==> config.mk <==
export PLATFORM = sky130hd
export DESIGN_NAME = udp_ipv4_header_builder_unit
export DESIGN_NICKNAME = d
export VERILOG_FILES = /design/src/uhb_pkg.sv /design/src/uhb_front.sv /design/src/uhb_queue.sv /design/src/uhb_back.sv /design/src/udp_ipv4_header_builder_unit.sv
export SDC_FILE = /design/constraint.sdc
export NUM_CORES = 1
export LEC_CHECK = 0
export BUFFER_PORTS_ARGS = -buffer_cell sky130_fd_sc_hd__buf_2
export CORE_MARGIN = 5
export CORE_UTILIZATION = 60
export CTS_CLUSTER_SIZE = 8
export DETAILED_ROUTE_END_ITERATION = 16
export GPL_TIMING_DRIVEN = 0
export PLACE_DENSITY_LB_ADDON = 0.05
export SYNTH_ARGS = -nofsm -noshare
export SYNTH_HDL_FRONTEND = slang
export SYNTH_SLANG_ARGS = --single-unit
==> constraint.sdc <==
create_clock -name clk -period 7.6 [get_ports clk]
set_input_delay 0.76 -clock clk [delete_from_list [all_inputs] [get_ports clk]]
set_output_delay 0.76 -clock clk [all_outputs]
set_load 0.02 [all_outputs]
==> src/uhb_pkg.sv <==
// Shared types, constants and register codes for the UDP/IPv4 header builder.
package uhb_pkg;

  // Frame size limit and header geometry.
  localparam int MAX_FRAME_BYTES = 4096;
  localparam int HDR_BYTES       = 42;
  localparam int HDR_WORDS       = 21;
  localparam logic [4:0] LAST_INDEX = 5'(HDR_WORDS - 1);

  // Fixed header contents.
  localparam logic [15:0] ETH_TYPE_IPV4  = 16'h0800;
  localparam logic [15:0] IP_VER_IHL_TOS = 16'h4500;
  localparam logic [15:0] IP_TTL_PROTO   = {8'd100, 8'd17};
  localparam logic [15:0] IP_LEN_EXTRA   = 16'd28;
  localparam logic [15:0] UDP_LEN_EXTRA  = 16'd8;

  // Checksum accumulator width: ten 16-bit words need at most 20 bits.
  localparam int CSUM_W     = 20;
  localparam int CFG_CSUM_W = 18;

  // Register reset values.
  localparam logic [31:0] LOCAL_IP_RESET  = 32'h0A00_020F;
  localparam logic [47:0] LOCAL_MAC_RESET = 48'h5254_0012_3456;
  localparam logic [47:0] PEER_MAC_RESET  = 48'h5255_0A00_0202;

  // Register indexes on the configuration port.
  localparam logic [1:0] REG_LOCAL_IP  = 2'd0;
  localparam logic [1:0] REG_LOCAL_MAC = 2'd1;
  localparam logic [1:0] REG_PEER_MAC  = 2'd2;

  // Header word positions that need special handling.
  localparam logic [4:0] POS_IP_CSUM = 5'd12;

  // Send request word.
  typedef struct packed {
    logic [15:0] src_port;
    logic [31:0] dst_ip_addr;
    logic [15:0] dst_port;
    logic [15:0] payload_bytes;
  } req_t;

  // Header result word.
  typedef struct packed {
    logic [15:0] header_word;
    logic [4:0]  word_index;
    logic        last_word;
    logic        rejected;
  } hdr_t;

  // Classified job handed from the front part to the back part.
  typedef struct packed {
    logic              rejected;
    logic [15:0]       src_port;
    logic [31:0]       dst_ip_addr;
    logic [15:0]       dst_port;
    logic [15:0]       ip_len;
    logic [15:0]       udp_len;
    logic [CSUM_W-1:0] csum_sum;
  } job_t;

endpackage

==> src/uhb_front.sv <==
// Front part: size check, length fields and the raw IPv4 checksum sum.
module uhb_front
  import uhb_pkg::*;
(
  input  req_t                  req,
  input  logic [CFG_CSUM_W-1:0] cfg_sum,
  output job_t                  job
);

  logic [16:0] frame_bytes;

  // Reject anything whose full frame would exceed the limit.
  assign frame_bytes = {1'b0, req.payload_bytes} + 17'(HDR_BYTES);

  always_comb begin
    job.rejected    = frame_bytes > 17'(MAX_FRAME_BYTES);
    job.src_port    = req.src_port;
    job.dst_ip_addr = req.dst_ip_addr;
    job.dst_port    = req.dst_port;
    job.ip_len      = req.payload_bytes + IP_LEN_EXTRA;
    job.udp_len     = req.payload_bytes + UDP_LEN_EXTRA;
    // Sum of the IPv4 header words; the fixed and source address part comes in.
    job.csum_sum    = CSUM_W'(cfg_sum) + CSUM_W'(req.dst_ip_addr[31:16])
                    + CSUM_W'(req.dst_ip_addr[15:0]) + CSUM_W'(job.ip_len);
  end

endmodule

==> src/uhb_queue.sv <==
// Two-entry queue of classified jobs between the front and back parts.
module uhb_queue
  import uhb_pkg::*;
(
  input  logic clk,
  input  logic rst,
  input  logic push,
  input  job_t push_job,
  input  logic pop,
  output logic full,
  output logic valid,
  output job_t head
);

  job_t       mem [2];
  logic       wr_ptr;
  logic       rd_ptr;
  logic [1:0] count;

  assign full  = count == 2'd2;
  assign valid = count != 2'd0;
  assign head  = mem[rd_ptr];

  // Pointers and fill count.
  always_ff @(posedge clk) begin
    if (rst) begin
      wr_ptr <= 1'b0;
      rd_ptr <= 1'b0;
      count  <= 2'd0;
    end else begin
      if (push) begin
        wr_ptr <= ~wr_ptr;
      end
      if (pop) begin
        rd_ptr <= ~rd_ptr;
      end
      count <= count + 2'(push) - 2'(pop);
    end
  end

  // Entry storage.
  always_ff @(posedge clk) begin
    if (push) begin
      mem[wr_ptr] <= push_job;
    end
  end

endmodule

==> src/uhb_back.sv <==
// Back part: walks one job through its header words into the output register.
module uhb_back
  import uhb_pkg::*;
(
  input  logic        clk,
  input  logic        rst,
  input  logic        q_valid,
  input  job_t        q_job,
  output logic        q_pop,
  input  logic [31:0] local_ip_addr,
  input  logic [47:0] local_mac_addr,
  input  logic [47:0] peer_mac_addr,
  output logic        hdr_valid,
  output hdr_t        hdr,
  input  logic        hdr_stall
);

  logic        busy;
  logic [4:0]  idx;
  job_t        item;
  logic        advance;
  logic        finish;
  logic [16:0] fold1;
  logic [15:0] fold2;
  logic [15:0] csum;
  logic [15:0] word;
  hdr_t        hdr_next;

  // Output register moves when empty or taken.
  assign advance = !hdr_valid || !hdr_stall;
  assign finish  = busy && (item.rejected || idx == LAST_INDEX);
  assign q_pop   = q_valid && (!busy || (advance && finish));

  // Ones'-complement fold of the IPv4 header sum.
  assign fold1 = {1'b0, item.csum_sum[15:0]} + 17'(item.csum_sum[CSUM_W-1:16]);
  assign fold2 = fold1[15:0] + 16'(fold1[16]);
  assign csum  = ~fold2;

  // Header word at the current position.
  always_comb begin
    unique case (idx)
      5'd0:        word = peer_mac_addr[47:32];
      5'd1:        word = peer_mac_addr[31:16];
      5'd2:        word = peer_mac_addr[15:0];
      5'd3:        word = local_mac_addr[47:32];
      5'd4:        word = local_mac_addr[31:16];
      5'd5:        word = local_mac_addr[15:0];
      5'd6:        word = ETH_TYPE_IPV4;
      5'd7:        word = IP_VER_IHL_TOS;
      5'd8:        word = item.ip_len;
      5'd11:       word = IP_TTL_PROTO;
      POS_IP_CSUM: word = csum;
      5'd13:       word = local_ip_addr[31:16];
      5'd14:       word = local_ip_addr[15:0];
      5'd15:       word = item.dst_ip_addr[31:16];
      5'd16:       word = item.dst_ip_addr[15:0];
      5'd17:       word = item.src_port;
      5'd18:       word = item.dst_port;
      5'd19:       word = item.udp_len;
      // Identification, fragment offset and UDP checksum are zero.
      default:     word = 16'h0000;
    endcase
  end

  // A rejected job gives a single marked result.
  always_comb begin
    if (item.rejected) begin
      hdr_next.header_word = 16'h0000;
      hdr_next.word_index  = 5'd0;
      hdr_next.last_word   = 1'b1;
      hdr_next.rejected    = 1'b1;
    end else begin
      hdr_next.header_word = word;
      hdr_next.word_index  = idx;
      hdr_next.last_word   = idx == LAST_INDEX;
      hdr_next.rejected    = 1'b0;
    end
  end

  // Sequencer control.
  always_ff @(posedge clk) begin
    if (rst) begin
      busy      <= 1'b0;
      idx       <= 5'd0;
      hdr_valid <= 1'b0;
    end else begin
      if (advance) begin
        hdr_valid <= busy;
      end
      if (q_pop) begin
        busy <= 1'b1;
        idx  <= 5'd0;
      end else if (advance && busy) begin
        if (finish) begin
          busy <= 1'b0;
        end
        idx <= idx + 5'd1;
      end
    end
  end

  // Job and output payload.
  always_ff @(posedge clk) begin
    if (q_pop) begin
      item <= q_job;
    end
    if (advance && busy) begin
      hdr <= hdr_next;
    end
  end

endmodule

==> src/udp_ipv4_header_builder_unit.sv <==
// Top level of the UDP/IPv4 header builder: registers, front, queue and back parts.
//
//   Channel  Direction  Word   Handshake
//   req      in         req_t  req_valid / req_stall
//   hdr      out        hdr_t  hdr_valid / hdr_stall
//   apb      in/out     64b    psel / penable / pwrite / pready
//
// A request gives 21 header words, one per cycle while the result side does not
// stall, so the back sequencer and the 16-bit result channel set the sustained
// rate; a rejected request gives one word. A job passes the queue and the job
// register before its first word is in the output register. Reset clears the
// queue and the sequencer; there is no clearing pass. A result-side stall holds
// the output register; the two-entry queue keeps taking requests until it is full.
module udp_ipv4_header_builder_unit
  import uhb_pkg::*;
(
  input  logic        clk,
  input  logic        rst,
  input  logic        req_valid,
  output logic        req_stall,
  input  req_t        req,
  output logic        hdr_valid,
  input  logic        hdr_stall,
  output hdr_t        hdr,
  input  logic        psel,
  input  logic        penable,
  input  logic        pwrite,
  input  logic [4:0]  paddr,
  input  logic [63:0] pwdata,
  output logic [63:0] prdata,
  output logic        pready
);

  logic [31:0]           local_ip_addr;
  logic [47:0]           local_mac_addr;
  logic [47:0]           peer_mac_addr;
  logic [1:0]            reg_sel;
  logic                  cfg_write;
  logic [CFG_CSUM_W-1:0] cfg_sum;
  job_t                  front_job;
  job_t                  head_job;
  logic                  q_full;
  logic                  q_valid;
  logic                  q_pop;
  logic                  push;

  // Configuration port.
  assign pready    = 1'b1;
  assign reg_sel   = paddr[4:3];
  assign cfg_write = psel && penable && pwrite && pready;

  always_ff @(posedge clk) begin
    if (rst) begin
      local_ip_addr  <= LOCAL_IP_RESET;
      local_mac_addr <= LOCAL_MAC_RESET;
      peer_mac_addr  <= PEER_MAC_RESET;
    end else if (cfg_write) begin
      unique case (reg_sel)
        REG_LOCAL_IP:  local_ip_addr  <= pwdata[31:0];
        REG_LOCAL_MAC: local_mac_addr <= pwdata[47:0];
        REG_PEER_MAC:  peer_mac_addr  <= pwdata[47:0];
        default: begin
        end
      endcase
    end
  end

  always_comb begin
    unique case (reg_sel)
      REG_LOCAL_IP:  prdata = 64'(local_ip_addr);
      REG_LOCAL_MAC: prdata = 64'(local_mac_addr);
      REG_PEER_MAC:  prdata = 64'(peer_mac_addr);
      default:       prdata = 64'd0;
    endcase
  end

  // Checksum contribution of the fixed words and the source address.
  assign cfg_sum = CFG_CSUM_W'(IP_VER_IHL_TOS) + CFG_CSUM_W'(IP_TTL_PROTO)
                 + CFG_CSUM_W'(local_ip_addr[31:16]) + CFG_CSUM_W'(local_ip_addr[15:0]);

  // Request side.
  assign req_stall = q_full;
  assign push      = req_valid && !req_stall;

  uhb_front u_front (
    .req     (req),
    .cfg_sum (cfg_sum),
    .job     (front_job)
  );

  uhb_queue u_queue (
    .clk      (clk),
    .rst      (rst),
    .push     (push),
    .push_job (front_job),
    .pop      (q_pop),
    .full     (q_full),
    .valid    (q_valid),
    .head     (head_job)
  );

  uhb_back u_back (
    .clk            (clk),
    .rst            (rst),
    .q_valid        (q_valid),
    .q_job          (head_job),
    .q_pop          (q_pop),
    .local_ip_addr  (local_ip_addr),
    .local_mac_addr (local_mac_addr),
    .peer_mac_addr  (peer_mac_addr),
    .hdr_valid      (hdr_valid),
    .hdr            (hdr),
    .hdr_stall      (hdr_stall)
  );

  // A rejected result is a lone, empty, final word.
  a_reject_shape: assert property (@(posedge clk) disable iff (rst)
    hdr_valid && hdr.rejected |->
      hdr.last_word && hdr.word_index == 5'd0 && hdr.header_word == 16'h0000)
    else $error("rejected result is not a lone empty word");

  // A header closes at its final position.
  a_last_index: assert property (@(posedge clk) disable iff (rst)
    hdr_valid && hdr.last_word && !hdr.rejected |-> hdr.word_index == LAST_INDEX)
    else $error("header closed at the wrong position");

  // Words of one header follow each other without gaps.
  a_word_order: assert property (@(posedge clk) disable iff (rst)
    hdr_valid && !hdr_stall && !hdr.last_word |=>
      hdr_valid && hdr.word_index == $past(hdr.word_index) + 5'd1)
    else $error("header words out of sequence");

endmodule

### Word-level counts from Yosys, hierarchy flattened

Memories as Yosys holds them, arrays and structs flattened. A register that Yosys moved wholly into a read port is not among the register bits.
Index checks and enable logic that the tools add are counted.

| storage, ports and cells | value |
|---|---|
| flip-flop bits (word level) | 162 |
| memory bits (writable) | 234 |
| memories | 1 |
| output and inout port bits | 90 |

| cells by class | value |
|---|---|
| order comparisons | 1 |
| multiplexer cells | 8 |
| equal/unequal tests | 21 |
| bitwise logic cells | 3 |
| add/subtract/negate cells | 13 |
| reductions and logical operators | 24 |

Memory list:

| memory | depth | width | rd ports | clocked after Yosys merged registers in | write ports | line | RTL |
|---|---|---|---|---|---|---|---|
| u_queue.mem | 2 | 117 | 1 | 1 | 1 | uhb_queue.sv:15 | `job_t mem [2];` |

Operators by type and width:

| cell | number |
|---|---|
| one-hot mux 16 bit (18 select lines) | 1 |
| one-hot mux 48 bit (3 select lines) | 1 |
| adder 20 x 16 -> 20 bit | 2 |
| == test 5 x 4 -> 1 bit, second input constant | 6 |
| == test 5 bit, second input constant | 5 |
| == test 5 x 3 -> 1 bit, second input constant | 4 |
| adder 18 x 16 -> 19 bit | 1 |
| adder 17 x 16 -> 18 bit | 1 |
| adder 16 x 16 -> 17 bit, first input constant | 1 |
| adder 16 x 4 -> 17 bit | 1 |
| adder 16 x 6 -> 17 bit, second input constant | 1 |
| greater-than comparator 17 x 13 -> 1 bit, second input constant | 1 |
| adder 16 x 1 -> 16 bit | 1 |
| adder 16 x 4 -> 16 bit, second input constant | 1 |
| adder 16 x 5 -> 16 bit, second input constant | 1 |
| NOT 16 bit | 1 |
| == test 5 x 2 -> 1 bit, second input constant | 2 |
| AND reduction 2 bit | 4 |
| logical AND 1 bit | 7 |
| 2-to-1 mux 1 bit | 6 |
| nonzero test 2 bit | 3 |
| adder 5 x 1 -> 5 bit, second input constant | 1 |
| == test 5 x 1 -> 1 bit, second input constant | 1 |
| logical NOT 5 bit | 1 |
| other kinds (9) | 16 |

### Longest topological paths before layout

Gate-level depths: netlist (run 1).

| logic depth | value |
|---|---|
| word-level depth | 8 |
| mapped depth | 22 |
| gate-level depth less buffers | 22 |

### Modules after synthesis

From an unflattened synthesis (run 1), not the netlist that was laid out.

| second synthesis, totals | value |
|---|---|
| cells, all modules | 2170 |
| area total of the unflattened synthesis | 25364.3 µm² |

By module, submodules not included:

| module | cells each | seq. area each (µm²) | area an instance (µm²) | times used |
|---|---|---|---|---|
| uhb_queue | 385 | 7126.8 | 8772.2 | 1 |
| uhb_back | 549 | 4344.2 | 7065.5 | 1 |
| udp_ipv4_header_builder_unit | 831 | 2562.5 | 6431.2 | 1 |
| uhb_front | 405 | 0.0 | 3095.5 | 1 |

### Least setup slack after synthesis (run 1)

No wires, ideal clock.

| timing | value |
|---|---|
| path type | input to register |
| start point | input req_valid |
| end point | memory u_queue.mem[0][0] in the netlist's numbering, enable pin |
| buffers on the path | 0 |
| data arrival time | 5.587 ns |
| setup slack | 1.425 ns |
| required time | 7.012 ns |
| stages on the path | 2 |
| cell sequence | nand2_1 nor2_1 |

| between the ends | value |
|---|---|
| longest elaborated chain between the ends | 3 |

RTL lines:

| item | line | RTL |
|---|---|---|
| from (decl) | udp_ipv4_header_builder_unit.sv:19 | `input logic req_valid,` |
| logical AND 1 bit | udp_ipv4_header_builder_unit.sv:83 | `assign push = req_valid && !req_stall;` |
| 2-to-1 mux 1 bit | uhb_queue.sv:43 | `if (push) begin` |
| 2-to-1 mux 1 bit (implied by the code) | uhb_queue.sv:44 | `mem[wr_ptr] <= push_job;` |
| to (decl) | uhb_queue.sv:15 |  |

No other way between the ends.

==> results of run 1 <==
## kinds of logic after synthesis
kind of cell             count (synthesis)
AO/OA/AOI/OAI                          407
XOR/XNOR                                82
adder cells (fa/ha/maj)                102
buffers and inverters                  279
flip-flops                             504
multiplexers                           157
other                                    2
AND/OR/NAND/NOR                        582
## worst max-delay path by stage
| stage | startpoint | to | cells past startpoint |
|---|---|---|---|
| floorplan | req_valid | u_queue.mem[0][0] | 2 |
| global placement | req_valid | u_queue.mem[0][115] | 3 |
| detailed placement | req[49] | u_queue.mem[1][17] | 23 |
| CTS | local_ip_addr[17] | u_queue.mem[1][18] | 22 |
| global route | local_ip_addr[17] | u_queue.mem[0][16] | 22 |
| finish | local_ip_addr[17] | u_queue.mem[0][17] | 22 |
## per-stage QoR
step / util [%] / TNS [ns]
2_1_floorplan: - / 0
3_3_place_gp: 65.2 / -212.36
3_5_place_dp: 65.8 / 0
4_1_cts: 71.1 / 0
5_1_grt: 71.1 / 0
6_report: 71.1 / 0
## critical path: stages, from the launching register on
cell	delay, ns
dfxtp_1	0.50
inv_1	0.16
fa_1	0.51
inv_1	0.05
ha_1	0.28
ha_1	0.23
fa_1	0.41
a21oi_1	0.23
o21ai_0	0.19
o41ai_1	0.55
o21ba_2	0.25
o21bai_1	0.07
a21oi_1	0.17
xor2_1	0.40
fa_1	0.50
inv_1	0.07
ha_1	0.28
a21oi_1	0.17
nor2b_1	0.07
or4_1	0.41
a21oi_1	0.24
o21ai_0	0.16
xnor2_1	0.16
## routing by layer
layer	vias up	wire (microns)	GRT usage (%)
li1	8147	-	-
met1	9205	31900	51.0
met2	1254	37300	56.9
met3	239	9590	8.20
met4	10	4930	18.6
met5	-	59	0
## layout make-up
type,count,area [sq um]
Sequential cell,504,13700
Fill cell,2760,11500
Multi-Input combinational cell,1347,9470
Clock buffer,105,1950
Timing Repair Buffer,210,1210
Tap cell,525,657
Inverter,153,574
Buffer,126,543
Clock inverter,9,171
Antenna cell,1,2.50
## power by group through the flow
stage,Combinational [W],Clock [W],Sequential (W)
after detailed placement,0.00254,0,0.00419
after CTS,0.00257,0.00301,0.00415
final,0.00259,0.00300,0.00418
after global routing,0.00277,0.00315,0.00419
after floorplan,0.00165,0,0.00406
after global placement,0.00238,0,0.00429
## state kept, by name, summed over array words and instances, names as in the netlist
register and cells:
u_back.busy 1, u_back.hdr_valid 1, local_ip_addr 32, u_queue.wr_ptr 1, u_back.item 114, u_queue.rd_ptr 1, u_queue.count 2, u_queue.mem 228
u_back.idx 5, local_mac_addr 48, u_back.hdr 23, peer_mac_addr 48
## synth_stat cells, types with 4 or more instances
cell / n
a2111oi_0: 5
a211o_1: 7
a211oi_1: 5
a21o_1: 7
a21oi_1: 135
a221o_1: 4
a221oi_1: 26
a222oi_1: 15
a22o_1: 31
a22oi_1: 23
a31oi_1: 13
and3_1: 20
buf_1: 8
buf_2: 4
buf_4: 17
clkbuf_1: 97
dfxtp_1: 139
edfxtp_1: 365
fa_1: 34
ha_1: 68
inv_1: 153
mux2_2: 114
mux2i_1: 43
nand2_1: 338
nand2b_1: 15
nand3_1: 18
nand3b_1: 29
nand4_1: 12
nor2_1: 77
nor2b_1: 21
nor3_1: 20
nor3b_1: 8
o21a_1: 10
o21ai_0: 72
o21bai_1: 7
o22ai_1: 10
xnor2_1: 48
xor2_1: 32
==> flow_summary.toml, run 1 <==
[run_status]
status = "finished, final reports clean"

[pwr]
power.total_w = 0.00976
ir_drop_v = 0.000319
pwr-share-clk_pct = 30.7
swShare_pct = 33.0
p_int_w = 0.00654
seqPwrFrac_pct = 42.8
p_leak_nw = 10.8
p_sw_w = 0.00322
power.density_nw_per_um2 = 345
pwr-share-comb_pct = 26.5

[die]
rows = 73
core_sq_um = 39800
start_util_pct = 60.9
die-height_microns = 211
die_area_sq_um = 44500
dieWidth_microns = 211
ios = 246

[timing]
setup_ws_ns = 1.24
final-setup-viol-count = 0
hold_viol = 0
worstMarginPinSlew_ns = 1.32
slew_viol_final = 0
fmax_mhz = 157
hold_ws_ns = 0.337
finClkSkew_ns = 0.0300
rsz0062_at_grt = "no"
maxSlewHeadroom_pct = 11.1
fin_crit_ns = 6.36
min_period_over_period_pct = 83.7

[synth]
synthMuxAreaShare_pct = 7.07
yosysWarningCount = 0
synth_top_flop_cell = "edfxtp_1"
yosysTopAreaCell = "edfxtp_1"
synth_edf_count = 365
synth-simple-area-share_pct = 11.1
synth_top_family_by_area = "compound AO/OA/AOI/OAI gates"
yosysTopAreaCellShare_pct = 45.2
ys_seq_elements = 504
synth_area_sq_um = 24300
yosys-top-cells-area = "edfxtp_1 (45%), dfxtp_1 (11%), mux2_2 (5.3%), nand2_1 (5.2%), ha_1 (3.5%)"
async_flop_share_pct = 0
synth_fa_ha_area_share_pct = 6.31
yosysSeqAreaShare_pct = 56.7
synth_compound_area_share_pct = 11.2
avgSynthCellArea_sq_um = 11.5
ys_types = 81
synthCells = 2115
synth_xor_area_share_pct = 3.02

[worst_setup_path]
crit_fanout = 6
cp-start-kind = "flip-flop"
r2r_start = "local_ip_addr[17]"
end_kind = "flip-flop"
worstPathRequired_ns = 7.93
worstRegToRegCells = 22
critPathKind = "reg2reg"
arrival_ns = 6.70
rrSetupSlack_ns = 1.24
rr_endpoint = "u_queue.mem[0][17]"

[cells_and_area]
nets = 2673
syn_to_final_growth_pct = 16.8
drive_above_1_share_pct = 18.6
final_common_cell = "edfxtp_1"
final_cell_mix = "edfxtp_1 (365), nand2_1 (338), buf_2 (206)"
instances_no_fill = 2980
final_cell_area_sq_um = 28300

[clock_tree]
cts_resized = 0
h-tree-depth = 3
post_cts_buffers = 0
cts_hold_buf = 0
cts-root-buf = "clkbuf_16"
cts.sinks = 504
cts_tree = "done"
clk_latency_ns = 0.61
ctsLongestPathBuffers = 3
cts_made_buffers = 73
clk_pin_slew_worst_paths_ns = 0.05

[detailed_routing]
routed_wirelength_mm = 83.8
wl_per_cell_microns = 28.1
ant_nets = 0
via_per_inst = 6.33
drt_first_pass_iters = 8
drt-initial-drc-count = 2419
drc_errors = 0
vias = 18855

[global_routing]
grt_pass1_vias = 18293
overflow = 0
antenna_found_initial = 5
grt_first_pass_wirelength_mm = 121
grt_max_degree = 59
grt_use_total_pct = 37.3

[placed_design]
post-place-cells = 2865
buffer_ports.inserted = 202
pre_cts_slack_ns = 1.16
place_congestion = 1.06
dpl_cell_area_sq_um = 26200
dpl.hpwl_mm = 63.4

[min_path]
hp-class = "in2reg"
holdPathEnd = "u_queue.mem[0][104]"
hold_start = "req[68]"
holdPathStages = 1

[run]
drv_cap = 0
(Power assumes the default switching activity.)
==> run 2: changes to the inputs <==
--- a/config.mk
+++ b/config.mk
@@ -7,7 +7,7 @@
 export LEC_CHECK = 0
 export BUFFER_PORTS_ARGS = -buffer_cell sky130_fd_sc_hd__buf_2
 export CORE_MARGIN = 5
-export CORE_UTILIZATION = 60
+export CORE_UTILIZATION = 54
 export CTS_CLUSTER_SIZE = 8
 export DETAILED_ROUTE_END_ITERATION = 16
 export GPL_TIMING_DRIVEN = 0
==> constraint.sdc (replaced) <==
create_clock -name clk -period 5.45 [get_ports clk]
set_input_delay 0.545 -clock clk [delete_from_list [all_inputs] [get_ports clk]]
set_output_delay 0.545 -clock clk [all_outputs]
set_load 0.02 [all_outputs]
==> run 2 against run 1 <==
Net effect:
- routed wire length rose by 3.5%
- combinational power increased by 41%
- total power increased by 41%
- first-iteration DRC count up 8.0%
- flip-flop and latch count did not move
- critical path depth is 3 lower
- utilization decreased by 6.4 points
- via count fell by 2.2%
==> flow_summary.toml, run 2 (synthesis gave the netlist of run 1 again) <==
[run_status]
status = "finished, final reports clean"

[die]
start_util_pct = 54.7
rows = 77
die_area_sq_um = 49300
dieWidth_microns = 222
die-height_microns = 222
ios = 246
core_sq_um = 44300

[placed_design]
dpl.hpwl_mm = 66.0
buffer_ports.inserted = 202
post-place-cells = 2931
place_congestion = 1.02

[detailed_routing]
wl_per_cell_microns = 28.3
drt_first_pass_iters = 7
drt-initial-drc-count = 2613
routed_wirelength_mm = 86.8
ant_nets = 0
via_per_inst = 6.02
vias = 18448
drc_errors = 0

[cells_and_area]
largest_reg_flops = 228
reg_top3 = "u_queue.mem: 228 flops, u_back.item: 114 flops"
multi_input_area_sq_um = 9650
num-fill-cells = 3474
final_common_cell = "edfxtp_1"
seq_area_sq_um = 13800
drive_above_1_share_pct = 20.1
nets = 2678
syn_to_final_growth_pct = 18.2
regMostFlops = "u_queue.mem"
instances_no_fill = 3064
final_cell_mix = "edfxtp_1 (365), nand2_1 (338), buf_2 (206)"

[global_routing]
grt_max_degree = 62
grt_pass1_vias = 18109
grt_use_total_pct = 34.3
grt_first_pass_wirelength_mm = 124
overflow = 0
antenna_found_initial = 6

[worst_setup_path]
crit_path_frequent_cell = "inv_1"
critPathKind = "reg2reg"
path_cells = "inv_1 > fa_1 > inv_1 > ha_1 > ha_1 > a21o_1 > a21oi_2 > o21ai_1 > and2_1 > a41o_1 > o21a_1 > o31ai_4 > fa_1 > inv_1 > ha_2 > a2111o_1 > a311oi_2 > nor2_1 > o21ba_2"
worstPathRequired_ns = 5.80
crit_slowest_cell = "fa_1"
rr_endpoint = "u_queue.mem[0][18]"
max_stage_delay_ns = 0.49
rrSetupSlack_ns = 0.10
cp-start-kind = "flip-flop"
crit_fanout = 7
arrival_ns = 5.70
end_kind = "flip-flop"
cp_top_family = "compound AO/OA/AOI/OAI gates"
worstRegToRegCells = 19
critPathBufInv = 3
r2r_start = "local_ip_addr[18]"

[clock_tree]
cts_made_buffers = 73
cts_tree = "done"
clk_pin_slew_worst_paths_ns = 0.05
ctsLongestPathBuffers = 3
cts.sinks = 504
cts-root-buf = "clkbuf_16"
cts_hold_buf = 0
clk_latency_ns = 0.62
h-tree-depth = 3

[timing]
fin_crit_ns = 5.35
hold_viol = 0
fmax_mhz = 187
slew_viol_final = 0
maxSlewHeadroom_pct = 20.5
final-setup-viol-count = 0
worstMarginPinSlew_ns = 1.19
min_period_over_period_pct = 98.1
finClkSkew_ns = 0.0292

[pwr]
power.density_nw_per_um2 = 479
p_leak_nw = 10.8
power.total_w = 0.0137
ir_drop_v = 0.000450

[run]
drv_cap = 0

[min_path]
hp-class = "in2reg"
hold_start = "req[73]"
holdPathEnd = "u_queue.mem[0][109]"
holdPathStages = 1
run 2: cell type report:
class / count / area share [%]
Sequential cell: 504 / 48.0
Multi-Input combinational cell: 1347 / 33.7
Clock buffer: 119 / 7.12
Timing Repair Buffer: 215 / 4.25
Tap cell: 592 / 2.58
Inverter: 153 / 2.02
Buffer: 126 / 1.89
Clock inverter: 7 / 0.437
Antenna cell: 1 / 0.00873
run 2: power by group:
part / total (W) / internal, W / switching (W)
clock: 0.00426 / 0.00256 / 0.00170
sequential: 0.00582 / 0.00528 / 0.000536
combinational: 0.00366 / 0.00136 / 0.00230
total: 0.0137 / 0.00920 / 0.00454
run 2: what timing repair did:
item,CTS,global route
gates resized for setup,20,36
buffers inserted,3,3
gates cloned,0,0
pin swaps,9,13
setup endpoints to repair,14,12
run 2: worst max-delay path by stage:
stage / from / end / slack [ns] / cells past startpoint
after floorplan: req[49] / u_queue.mem[0][18] / 0.18 / 22
after global placement: u_back.idx[2] / u_queue.count[1] / -1.56 / 10
after detailed placement: req[49] / u_queue.mem[0][18] / -0.92 / 23
after CTS: local_ip_addr[17] / u_queue.mem[0][16] / 0.002 / 22
after global routing: local_ip_addr[18] / u_queue.mem[0][18] / -0.04 / 21
final: local_ip_addr[18] / u_queue.mem[0][18] / 0.10 / 19
run 2: per-layer routing:
layer / vias to the layer above / part of all wire, % / global-route usage (%)
met5: - / 0.047 / 0
met4: 6 / 5.3 / 16.0
met3: 215 / 9.8 / 6.86
met2: 1060 / 45 / 52.0
met1: 9003 / 40 / 48.0
li1: 8164 / - / -
run 2: through the flow:
step	utilization [%]	hold slack, ns	setup WS (ns)	area, sq um	TNS [ns]
2_1_floorplan	-	0.448	0.180	24300	0
6_report	64.7	0.117	0.102	28700	0
3_5_place_dp	59.2	0.463	-0.917	26200	-8.15
5_1_grt	64.7	0.109	-0.0365	28700	-0.0897
4_1_cts	64.3	0.0966	0.00237	28500	0
3_3_place_gp	58.8	0.455	-1.56	26100	-172.62
